**config.mk**
```make
export PLATFORM = sky130hd
export DESIGN_NAME = periodic_task_scheduler_core
export DESIGN_NICKNAME = d
export VERILOG_FILES = /design/src/hdl/ptsch_pkg.sv /design/src/hdl/periodic_task_scheduler_core.sv
export SDC_FILE = /design/constraint.sdc
export NUM_CORES = 2
export LEC_CHECK = 0
export BUFFER_PORTS_ARGS = -buffer_cell sky130_fd_sc_hd__buf_2
export CAP_MARGIN = 0
export CORE_AREA = 2 2 374 376
export CTS_CLUSTER_SIZE = 28
export DETAILED_ROUTE_END_ITERATION = 8
export DIE_AREA = 0 0 376 378
export PLACE_DENSITY = 0.87
export SYNTH_ARGS = -nofsm -noshare
export SYNTH_HDL_FRONTEND = slang
export SYNTH_SLANG_ARGS = --single-unit
```
**constraint.sdc**
```tcl
create_clock -name clk_i -period 12.65 [get_ports clk_i]
set_input_delay 1.8975 -clock clk_i [delete_from_list [all_inputs] [get_ports clk_i]]
set_output_delay 1.8975 -clock clk_i [all_outputs]
set_load 0.1 [all_outputs]
```
**src/hdl/ptsch_pkg.sv**
```systemverilog
// shared codes, widths and defaults for the periodic task scheduler
package ptsch_pkg;

  localparam int unsigned MAX_TASKS_DEF = 16;
  localparam int unsigned TICK_MS_DEF   = 10;

  localparam int unsigned REQ_W    = 3;
  localparam int unsigned HANDLE_W = 8;
  localparam int unsigned MS_W     = 32;
  localparam int unsigned IDX_W    = 4;
  localparam int unsigned STATUS_W = 2;
  localparam int unsigned RUNS_W   = 8;

  localparam logic [REQ_W-1:0] REQ_ADD      = 3'd0;
  localparam logic [REQ_W-1:0] REQ_TICK     = 3'd1;
  localparam logic [REQ_W-1:0] REQ_DISPATCH = 3'd2;
  localparam logic [REQ_W-1:0] REQ_DELETE   = 3'd3;
  localparam logic [REQ_W-1:0] REQ_CLEAR    = 3'd4;

  localparam logic [STATUS_W-1:0] STATUS_OK    = 2'd0;
  localparam logic [STATUS_W-1:0] STATUS_FULL  = 2'd1;
  localparam logic [STATUS_W-1:0] STATUS_RANGE = 2'd2;

  localparam logic [RUNS_W-1:0] RUNS_MAX = 8'hFF;

endpackage

```
**src/hdl/periodic_task_scheduler_core.sv**
```systemverilog
// periodic task scheduler: task table in one synchronous memory, walked by a sequencer
//
// Input channel (in_valid_i / in_ready_o) carries one request word: add, tick,
// dispatch, delete or clear. One request is worked on at a time; in_ready_o is
// high while the sequencer is idle, also while a result word still waits.
// Output channel (out_valid_o / out_ready_i) carries result words from a
// single output register. Dispatch gives one word per task with a pending run
// (last_o on the final one), or one empty word; every other request gives one.
// Add runs two reciprocal divisions by TICK_MS, one for the delay and one for
// the period, unless the table is full. Tick walks every entry, delete walks
// the entries after index i, and clear and the other codes need no walk.
// Dispatch makes a counting pass, then an update pass unless nothing is pending,
// one entry a cycle while no run word stalls, both bound by the single memory read port.
// The table memory has one write and one read port; a walk writes entry w
// while it reads entry s+1 with w <= s, so accesses never meet the same entry.
// Reset empties the table at once; entries are never read before written.
// A stalled receiver holds the dispatch walk on the entry whose word waits.
module periodic_task_scheduler_core #(
  parameter int unsigned MAX_TASKS = ptsch_pkg::MAX_TASKS_DEF,
  parameter int unsigned TICK_MS   = ptsch_pkg::TICK_MS_DEF,
  localparam int unsigned CW       = $clog2(MAX_TASKS + 1)
) (
  input  logic                             clk_i,
  input  logic                             rst_ni,
  input  logic                             in_valid_i,
  output logic                             in_ready_o,
  input  logic [ptsch_pkg::REQ_W-1:0]      req_type_i,
  input  logic [ptsch_pkg::HANDLE_W-1:0]   task_handle_i,
  input  logic [ptsch_pkg::MS_W-1:0]       delay_ms_i,
  input  logic [ptsch_pkg::MS_W-1:0]       period_ms_i,
  input  logic [ptsch_pkg::IDX_W-1:0]      task_index_i,
  output logic                             out_valid_o,
  input  logic                             out_ready_i,
  output logic                             run_valid_o,
  output logic [ptsch_pkg::HANDLE_W-1:0]   run_handle_o,
  output logic                             last_o,
  output logic [ptsch_pkg::STATUS_W-1:0]   status_o,
  output logic [CW-1:0]                    task_count_o
);

  localparam int unsigned AW  = (MAX_TASKS > 1) ? $clog2(MAX_TASKS) : 1;
  localparam int unsigned XW  = (CW > ptsch_pkg::IDX_W) ? CW : ptsch_pkg::IDX_W;
  localparam int unsigned TW  = $clog2(TICK_MS + 1);
  localparam int unsigned MW  = ptsch_pkg::MS_W;
  localparam logic [MW-1:0] RECIP  = MW'(64'h0000_0000_FFFF_FFFF / TICK_MS);
  localparam logic [MW-1:0] TICK_V = MW'(TICK_MS);
  localparam logic [CW-1:0] FULL_CNT = CW'(MAX_TASKS);

  localparam logic [2:0] ST_IDLE = 3'd0;
  localparam logic [2:0] ST_DIV1 = 3'd1;
  localparam logic [2:0] ST_DIV2 = 3'd2;
  localparam logic [2:0] ST_DIV3 = 3'd3;
  localparam logic [2:0] ST_SCAN = 3'd4;
  localparam logic [2:0] ST_WALK = 3'd5;
  localparam logic [2:0] ST_DONE = 3'd6;

  typedef struct packed {
    logic [ptsch_pkg::HANDLE_W-1:0] handle;
    logic [MW-1:0]                  delay;
    logic [MW-1:0]                  period;
    logic [ptsch_pkg::RUNS_W-1:0]   runs;
  } entry_t;

  entry_t mem [MAX_TASKS];
  entry_t rd_q;
  logic   rd_en;
  logic [AW-1:0] rd_addr;
  logic   wr_en;
  logic [AW-1:0] wr_addr;
  entry_t wr_data;

  logic [2:0] state_q, state_d;
  logic [ptsch_pkg::REQ_W-1:0] op_q, op_d;
  logic [CW-1:0] used_q, used_d;
  logic [CW-1:0] s_q, s_d;
  logic [CW-1:0] w_q, w_d;
  logic [CW-1:0] last_s_q, last_s_d;
  logic [CW-1:0] rem_q, rem_d;
  logic [CW-1:0] fin_cnt_q, fin_cnt_d;
  logic          any_q, any_d;
  logic          sel_q, sel_d;
  logic [ptsch_pkg::STATUS_W-1:0] status_q, status_d;

  logic [ptsch_pkg::HANDLE_W-1:0] hnd_q, hnd_d;
  logic [MW-1:0] dly_q, dly_d;
  logic [MW-1:0] per_q, per_d;
  logic [MW-1:0] qe_q, qe_d;
  logic [MW-1:0] mul2_q, mul2_d;
  logic [MW-1:0] dq_q, dq_d;

  logic                           out_valid_q;
  logic                           out_load;
  logic                           ov_run, or_last;
  logic [ptsch_pkg::HANDLE_W-1:0] ov_handle;
  logic [ptsch_pkg::STATUS_W-1:0] ov_status;
  logic [CW-1:0]                  ov_count;
  logic                           run_q, last_q;
  logic [ptsch_pkg::HANDLE_W-1:0] handle_q;
  logic [ptsch_pkg::STATUS_W-1:0] ostat_q;
  logic [CW-1:0]                  count_q;

  logic            out_free;
  logic [MW-1:0]   div_x;
  logic [2*MW-1:0] prod1;
  logic [MW+TW-1:0] prod2;
  logic [MW-1:0]   div_r;
  logic [MW-1:0]   div_q;
  logic [XW-1:0]   idx_x;
  logic [XW-1:0]   used_x;
  logic [XW-1:0]   idx_nx;
  logic [CW-1:0]   s_nx;
  logic [CW-1:0]   w_nx;
  logic [CW-1:0]   rem_nx;
  logic [CW-1:0]   last_nx;
  logic            any_nx;
  logic            emit;
  logic            keep;
  logic            stall;
  entry_t          ne;

  assign in_ready_o = (state_q == ST_IDLE);
  assign out_free   = !out_valid_q || out_ready_i;

  assign div_x  = sel_q ? per_q : dly_q;
  assign prod1  = (2*MW)'(div_x) * (2*MW)'(RECIP);
  assign prod2  = (MW+TW)'(qe_q) * (MW+TW)'(TICK_MS);
  assign div_r  = div_x - mul2_q;
  assign div_q  = qe_q + MW'(div_r >= TICK_V);

  assign idx_x  = XW'(task_index_i);
  assign used_x = XW'(used_q);
  assign idx_nx = idx_x + XW'(1);
  assign s_nx   = s_q + CW'(1);
  assign emit   = (rd_q.runs != '0);

  always_comb begin
    state_d   = state_q;
    op_d      = op_q;
    used_d    = used_q;
    s_d       = s_q;
    w_d       = w_q;
    last_s_d  = last_s_q;
    rem_d     = rem_q;
    fin_cnt_d = fin_cnt_q;
    any_d     = any_q;
    sel_d     = sel_q;
    status_d  = status_q;
    hnd_d     = hnd_q;
    dly_d     = dly_q;
    per_d     = per_q;
    qe_d      = qe_q;
    mul2_d    = mul2_q;
    dq_d      = dq_q;
    rd_en     = 1'b0;
    rd_addr   = s_nx[AW-1:0];
    wr_en     = 1'b0;
    wr_addr   = w_q[AW-1:0];
    wr_data   = rd_q;
    out_load  = 1'b0;
    ov_run    = 1'b0;
    ov_handle = '0;
    or_last   = 1'b1;
    ov_status = status_q;
    ov_count  = used_q;
    any_nx    = any_q | emit;
    last_nx   = emit ? s_q : last_s_q;
    rem_nx    = rem_q + CW'(emit && (rd_q.period == '0));
    keep      = 1'b1;
    stall     = 1'b0;
    w_nx      = w_q;
    ne        = rd_q;

    case (state_q)
      ST_IDLE: begin
        if (in_valid_i) begin
          op_d     = req_type_i;
          hnd_d    = task_handle_i;
          dly_d    = delay_ms_i;
          per_d    = period_ms_i;
          status_d = ptsch_pkg::STATUS_OK;
          state_d  = ST_DONE;
          case (req_type_i)
            ptsch_pkg::REQ_ADD: begin
              if (used_q == FULL_CNT) begin
                status_d = ptsch_pkg::STATUS_FULL;
              end else begin
                sel_d   = 1'b0;
                state_d = ST_DIV1;
              end
            end
            ptsch_pkg::REQ_TICK: begin
              if (used_q != '0) begin
                rd_en   = 1'b1;
                rd_addr = '0;
                s_d     = '0;
                w_d     = '0;
                state_d = ST_WALK;
              end
            end
            ptsch_pkg::REQ_DISPATCH: begin
              if (used_q != '0) begin
                rd_en   = 1'b1;
                rd_addr = '0;
                s_d     = '0;
                rem_d   = '0;
                any_d   = 1'b0;
                state_d = ST_SCAN;
              end
            end
            ptsch_pkg::REQ_DELETE: begin
              if (idx_x >= used_x) begin
                status_d = ptsch_pkg::STATUS_RANGE;
              end else if (idx_nx < used_x) begin
                rd_en   = 1'b1;
                rd_addr = AW'(idx_nx);
                s_d     = CW'(idx_nx);
                w_d     = CW'(idx_x);
                state_d = ST_WALK;
              end else begin
                used_d = used_q - CW'(1);
              end
            end
            ptsch_pkg::REQ_CLEAR: begin
              used_d = '0;
            end
            default: begin
            end
          endcase
        end
      end

      ST_DIV1: begin
        qe_d    = prod1[2*MW-1:MW];
        state_d = ST_DIV2;
      end

      ST_DIV2: begin
        mul2_d  = prod2[MW-1:0];
        state_d = ST_DIV3;
      end

      ST_DIV3: begin
        if (!sel_q) begin
          dq_d    = div_q;
          sel_d   = 1'b1;
          state_d = ST_DIV1;
        end else begin
          wr_en          = 1'b1;
          wr_addr        = used_q[AW-1:0];
          wr_data.handle = hnd_q;
          wr_data.delay  = dq_q;
          wr_data.period = div_q;
          wr_data.runs   = '0;
          used_d         = used_q + CW'(1);
          state_d        = ST_DONE;
        end
      end

      // counting pass: final table size and position of the last run
      ST_SCAN: begin
        if (s_nx < used_q) begin
          rd_en    = 1'b1;
          s_d      = s_nx;
          any_d    = any_nx;
          last_s_d = last_nx;
          rem_d    = rem_nx;
        end else if (!any_nx) begin
          state_d = ST_DONE;
        end else begin
          fin_cnt_d = used_q - rem_nx;
          last_s_d  = last_nx;
          rd_en     = 1'b1;
          rd_addr   = '0;
          s_d       = '0;
          w_d       = '0;
          state_d   = ST_WALK;
        end
      end

      ST_WALK: begin
        case (op_q)
          ptsch_pkg::REQ_TICK: begin
            if (rd_q.delay != '0) begin
              ne.delay = rd_q.delay - MW'(1);
            end else begin
              ne.delay = rd_q.period;
              if (rd_q.runs != ptsch_pkg::RUNS_MAX) begin
                ne.runs = rd_q.runs + ptsch_pkg::RUNS_W'(1);
              end
            end
          end
          ptsch_pkg::REQ_DISPATCH: begin
            if (emit) begin
              stall   = !out_free;
              ne.runs = rd_q.runs - ptsch_pkg::RUNS_W'(1);
              keep    = (rd_q.period != '0);
            end
          end
          default: begin
          end
        endcase
        if (!stall) begin
          if (op_q == ptsch_pkg::REQ_DISPATCH && emit) begin
            out_load  = 1'b1;
            ov_run    = 1'b1;
            ov_handle = rd_q.handle;
            or_last   = (s_q == last_s_q);
            ov_status = ptsch_pkg::STATUS_OK;
            ov_count  = fin_cnt_q;
          end
          if (keep) begin
            wr_en   = 1'b1;
            wr_data = ne;
            w_nx    = w_q + CW'(1);
          end
          if (s_nx < used_q) begin
            rd_en = 1'b1;
            s_d   = s_nx;
            w_d   = w_nx;
          end else begin
            used_d  = w_nx;
            state_d = (op_q == ptsch_pkg::REQ_DISPATCH) ? ST_IDLE : ST_DONE;
          end
        end
      end

      ST_DONE: begin
        if (out_free) begin
          out_load = 1'b1;
          state_d  = ST_IDLE;
        end
      end

      default: begin
        state_d = ST_IDLE;
      end
    endcase
  end

  // task table, synchronous read with registered data
  always_ff @(posedge clk_i) begin
    if (wr_en) begin
      mem[wr_addr] <= wr_data;
    end
    if (rd_en) begin
      rd_q <= mem[rd_addr];
    end
  end

  always_ff @(posedge clk_i or negedge rst_ni) begin
    if (!rst_ni) begin
      state_q     <= ST_IDLE;
      op_q        <= ptsch_pkg::REQ_ADD;
      used_q      <= '0;
      s_q         <= '0;
      w_q         <= '0;
      last_s_q    <= '0;
      rem_q       <= '0;
      fin_cnt_q   <= '0;
      any_q       <= 1'b0;
      sel_q       <= 1'b0;
      status_q    <= ptsch_pkg::STATUS_OK;
      out_valid_q <= 1'b0;
    end else begin
      state_q   <= state_d;
      op_q      <= op_d;
      used_q    <= used_d;
      s_q       <= s_d;
      w_q       <= w_d;
      last_s_q  <= last_s_d;
      rem_q     <= rem_d;
      fin_cnt_q <= fin_cnt_d;
      any_q     <= any_d;
      sel_q     <= sel_d;
      status_q  <= status_d;
      if (out_load) begin
        out_valid_q <= 1'b1;
      end else if (out_ready_i) begin
        out_valid_q <= 1'b0;
      end
    end
  end

  always_ff @(posedge clk_i) begin
    hnd_q  <= hnd_d;
    dly_q  <= dly_d;
    per_q  <= per_d;
    qe_q   <= qe_d;
    mul2_q <= mul2_d;
    dq_q   <= dq_d;
    if (out_load) begin
      run_q    <= ov_run;
      handle_q <= ov_handle;
      last_q   <= or_last;
      ostat_q  <= ov_status;
      count_q  <= ov_count;
    end
  end

  assign out_valid_o  = out_valid_q;
  assign run_valid_o  = run_q;
  assign run_handle_o = handle_q;
  assign last_o       = last_q;
  assign status_o     = ostat_q;
  assign task_count_o = count_q;

endmodule

```
* Word-level counts from Yosys, hierarchy flattened
Memories as Yosys holds them, arrays and structs flattened. A register that Yosys moved wholly into a read port is not among the register bits. Cells that the tools add are included.
Cells by class: add/subtract/negate cells 12, multipliers 2, $lt $le $gt $ge 4, eq/ne operators 37, mux-type cells 116, bitwise logic cells 5, reduce and logical (&&, ||, !) cells 30
Operators by type and width (count):
- case mux 80 bit (2 select lines) | 1
- 2-to-1 mux 5 bit | 30
- 2-to-1 mux 72 bit | 2
- 2-to-1 mux 32 bit | 3
- 2-to-1 mux 80 bit | 1
- nonzero test 32 bit | 2
- multiplier 32 x 29 -> 61 bit (second input constant) | 1
- case mux 5 bit (3 select lines) | 3
- case mux 5 bit (2 select lines) | 4
- greater-or-equal comparator 32 x 4 -> 1 bit (second input constant) | 1
- zero test 32 bit | 1
- 2-to-1 mux 1 bit | 32
- 2-to-1 mux 4 bit | 8
- subtractor 32 x 1 -> 32 bit (second input constant) | 1
- subtractor 32 bit | 1
- multiplier 29 x 3 -> 31 bit (second input constant) | 1
- adder 29 x 1 -> 30 bit | 1
- 2-to-1 mux 3 bit | 8
- 2-to-1 mux 8 bit | 3
- case mux 3 bit (7 select lines) | 1
- inequality test 2 bit (second input constant) | 10
- 2-to-1 mux 2 bit | 9
- case mux 4 bit (2 select lines) | 2
- case mux 8 bit (2 select lines) | 1
- 42 further kinds | 79
Word-level totals: bits in registers 222, bits in writable memories 1280, output and inout bits 19, logic and storage cells 230, memories kept 1
Memories:
- mem | words 16, width 80, rd ports 1, clocked after memory_dff 1, wr ports 1, RTL line periodic_task_scheduler_core.sv:64 | entry_t mem [MAX_TASKS];

* Logic depth before layout (Yosys ltp)
depth after elaboration 10, gate-level depth with buffers 31, mapped depth without buffers 28

* Worst setup path before layout
No wires, ideal clock.
path kind register to register, from register sel_q, to register qe_q[15] (data pin), setup time 0.258 ns, arrival 8.373 ns, data required time 12.392 ns, setup slack 4.020 ns, stages on the path, launching flop included 29, clock period less this slack 8.630 ns, path through dfrtp_1 -> clkbuf_1 -> buf_1 -> buf_1 -> mux2_2 -> ha_1 -> inv_1 -> fa_1 -> inv_1 -> fa_1 -> inv_1 -> fa_1 -> inv_1 -> fa_1 -> fa_1 -> fa_1 -> inv_1 -> fa_1 -> inv_1 -> ha_1 -> nand4_1 -> or4_1 -> a2111oi_0 -> o41ai_1 -> a21oi_1 -> a31o_2 -> a41o_1 -> nor2_1 -> xnor2_1
Between the ends: word-level cells in the longest chain between the ends 2
RTL lines:
- start, declared | RTL line periodic_task_scheduler_core.sv:81 | logic sel_q, sel_d;
- start signal, assigned | RTL line periodic_task_scheduler_core.sv:374 | sel_q <= sel_d;
- 2-to-1 mux 32 bit | RTL line periodic_task_scheduler_core.sv:124 | assign div_x = sel_q ? per_q : dly_q;
- multiplier 32 x 29 -> 61 bit | RTL line periodic_task_scheduler_core.sv:125 | assign prod1 = (2*MW)'(div_x) * (2*MW)'(RECIP);
- net prod1[47] | RTL line periodic_task_scheduler_core.sv:104 | logic [2*MW-1:0] prod1;
- end signal, assigned | RTL line periodic_task_scheduler_core.sv:388 | qe_q <= qe_d;
- end, declared | RTL line periodic_task_scheduler_core.sv:87 | logic [MW-1:0] qe_q, qe_d;
The timed path passes the listed nets, and every way through them passes these cells. A chain may end at the register's enable or synchronous reset.

* Worst setup path after layout
Same ends and word-level chain as after synthesis.

==> out/results.ini <==
[status]
outcome = complete, no violations

[global_route]
grt_pass1_wl_microns = 347000
gr-total-overflow = 0
grt_pass1_vias = 58043
grt_usage = 0.325
grt_max_degree = 222
antenna_found_initial = 6

[logic_synthesis]
yosysWarnings = 0
syn_area_sq_um = 82500
synth_cell_types = 79
async_flop_share = 0.0259
yosysSeqAreaShare = 0.573
synth_area_per_cell_sq_um = 12.0
synth_area_leaders = edfxtp_1 (56%), fa_1 (8.0%), ha_1 (7.1%), nand2_1 (6.5%), a21oi_1 (3.8%)
yosys.area.top_type_share = 0.560
ys_seq_elements = 1580
syn_nets = 7772
synth_cells = 6890
yosys.area.top_type = edfxtp_1
synth_edf_count = 1539
ys.flop_type = edfxtp_1

[run]
cap_violations = 0

[die]
initial_core_util = 0.596
coreArea_sq_um = 139000
die_area_sq_um = 142000
num_rows = 137
die_h_microns = 378
pin_count = 102
die_x_microns = 376

[final_layout]
finish.net_count = 7791
final_common_cell = edfxtp_1
area_growth_pct = 8.93
n_fill_cell = 9359
mostFrequentLayoutCells = edfxtp_1 (1539), nand2_1 (1430), inv_1 (647), a21oi_1 (632), ha_1 (469)
drive_above_1_share = 0.0702
multi_input_area_sq_um = 31800
seqCellArea_sq_um = 47200

[sta]
worstMarginPinSlew_ns = 1.23
skew_ns = 0.0430
hold_violations = 0
slew_headroom = 0.180
period_minus_slack_ns = 9.06
setup-tns-final_ns = 0
period_share = 0.716
slew_violations = 0
rsz0062_at_grt = false
maxClockFrequency_mhz = 110
setup_viol = 0

[route]
wl_per_cell_microns = 26.3
wl_met1_microns = 81500
wl_met2_microns = 111000
ant_nets = 0
route.met3.wl_microns = 27100
first_iter_violations = 8664
dr.pass1.iters = 9
wl_microns = 233000
route.vias.total = 57764
top_layer = met5
post-route-drc-count = 0
routed_via_density = 6.54

[critical_path]
r2r-start = sel_q
cp.arrival_ns = 9.58
cp-endpoint = qe_q[15]
crit_path_max_fanout = 37
required_ns = 13.18
setup.worst_path.start = sel_q
regToRegSetupSlack_ns = 3.59
worstSetupEndpointType = flop
path_class = flop to flop
rr_endpoint = qe_q[15]
cp-start-kind = flop
reg2reg_depth = 26

[placed_design]
dp.final_hpwl_microns = 144000
portBuffers = 101
place.gp.congestion = 0.972

[clock_network]
cts_root_buf = clkbuf_16
clkLatencyLatePin_ns = 0.81
clkTransAtPathRegs_ns = 0.06
cts_buffers = 146
cts-resized-gates = 0
cts_setup_buffers = 0
cts.sinks = 1580
cts_buffer_depth = 3
cts_hold_buf = 0
htreeDepth = 4
tritoncts = yes

[hold_path]
worstHoldPathType = flop to flop

==> state kept, by name, indices dropped and copies added (netlist names), 3 cells and up <==
name	flops
dly_q	32
dq_q	30
fin_cnt_q	5
hnd_q	8
last_s_q	5
mem	1280
mul2_q	31
ne	40
op_q	3
per_q	32
qe_q	29
rd_q	40
rem_q	5
run_handle_o	8
s_q	5
state_q	3
task_count_o	5
used_q	5
w_q	5
==> worst max-delay path, stage by stage, from the launching register on <==
cell       delay, ns
dfrtp_2         0.33
buf_4           0.51
mux2_2          0.54
ha_1            0.49
inv_1           0.17
fa_1            0.53
inv_1           0.06
fa_1            0.49
inv_1           0.05
fa_1            0.49
inv_1           0.06
fa_1            0.56
fa_1            0.43
fa_1            0.49
inv_1           0.06
fa_1            0.49
inv_1           0.04
ha_1            0.34
nand4_1         0.21
or4_1           0.57
a2111oi_0       0.61
o41ai_1         0.26
a21oi_1         0.30
a31o_2          0.27
a41o_1          0.22
nor2_1          0.06
xnor2_1         0.12
==> final cells by class <==
cell class / count / share of cell area
inverters: 649 / 0.0271
clock buffers: 176 / 0.0424
repair buffers: 192 / 0.0142
diodes: 3 / 0.0000835
clock inverters: 86 / 0.0113
flip-flops and latches: 1580 / 0.526
well taps: 1807 / 0.0252
multi-input cells: 4340 / 0.354
==> cell families (layout without fill, tap and decap cells) <==
group,after synthesis,after routing,synth area share
simple gates,1919,1919,0.0967
mux,57,57,0.00745
buf+inv,970,1103,0.0448
compound gates,1400,1400,0.110
other cells,0,3,0
xor+xnor,165,165,0.0175
fa+ha+maj,799,799,0.151
flops,1580,1580,0.573
==> synth_stat cells, types with 65 or more instances <==
cell type,count
nor2_1,154
a21o_1,69
fa_1,330
o21ai_0,147
edfxtp_1,1539
a21oi_1,633
clkbuf_1,251
ha_1,469
nor3_1,65
xnor2_1,96
nand2_1,1431
a32oi_1,320
xor2_1,69
inv_1,648
==> metrics by stage <==
| step | std cells | worst slack (ns) | hold slack, ns | util | cell area [sq um] |
|---|---|---|---|---|---|
| 2_1_floorplan | 6890 | 4.02 | 0.442 | - | 82500 |
| 3_3_place_gp | 8568 | 3.69 | 0.468 | 0.614 | 85000 |
| 3_5_place_dp | 8568 | 3.61 | 0.471 | 0.614 | 85000 |
| 4_1_cts | 8830 | 3.60 | 0.485 | 0.649 | 89900 |
| 5_1_grt | 8830 | 3.16 | 0.519 | 0.649 | 89900 |
| 6_report | 8833 | 3.59 | 0.491 | 0.649 | 89900 |
==> per-layer routing <==
layer | vias to the layer above | GRT usage
met3 | 948 | 0.0663
met2 | 4189 | 0.531
met5 | - | 0
met1 | 27956 | 0.413
met4 | 8 | 0.169
li1 | 24663 | -
==> worst min path at each step <==
stage	cells after the start	startpoint	endpoint
4_1_cts	2	status_q[0]	status_q[0]
2_1_floorplan	2	status_q[0]	status_q[0]
3_3_place_gp	2	fin_cnt_q[3]	fin_cnt_q[3]
5_1_grt	2	fin_cnt_q[4]	fin_cnt_q[4]
6_report	2	status_q[0]	status_q[0]
3_5_place_dp	2	fin_cnt_q[2]	fin_cnt_q[2]
Power is left out: the tool's default activity adds up to more than one toggle a clock period on the data nets, which glitch-free logic cannot reach.
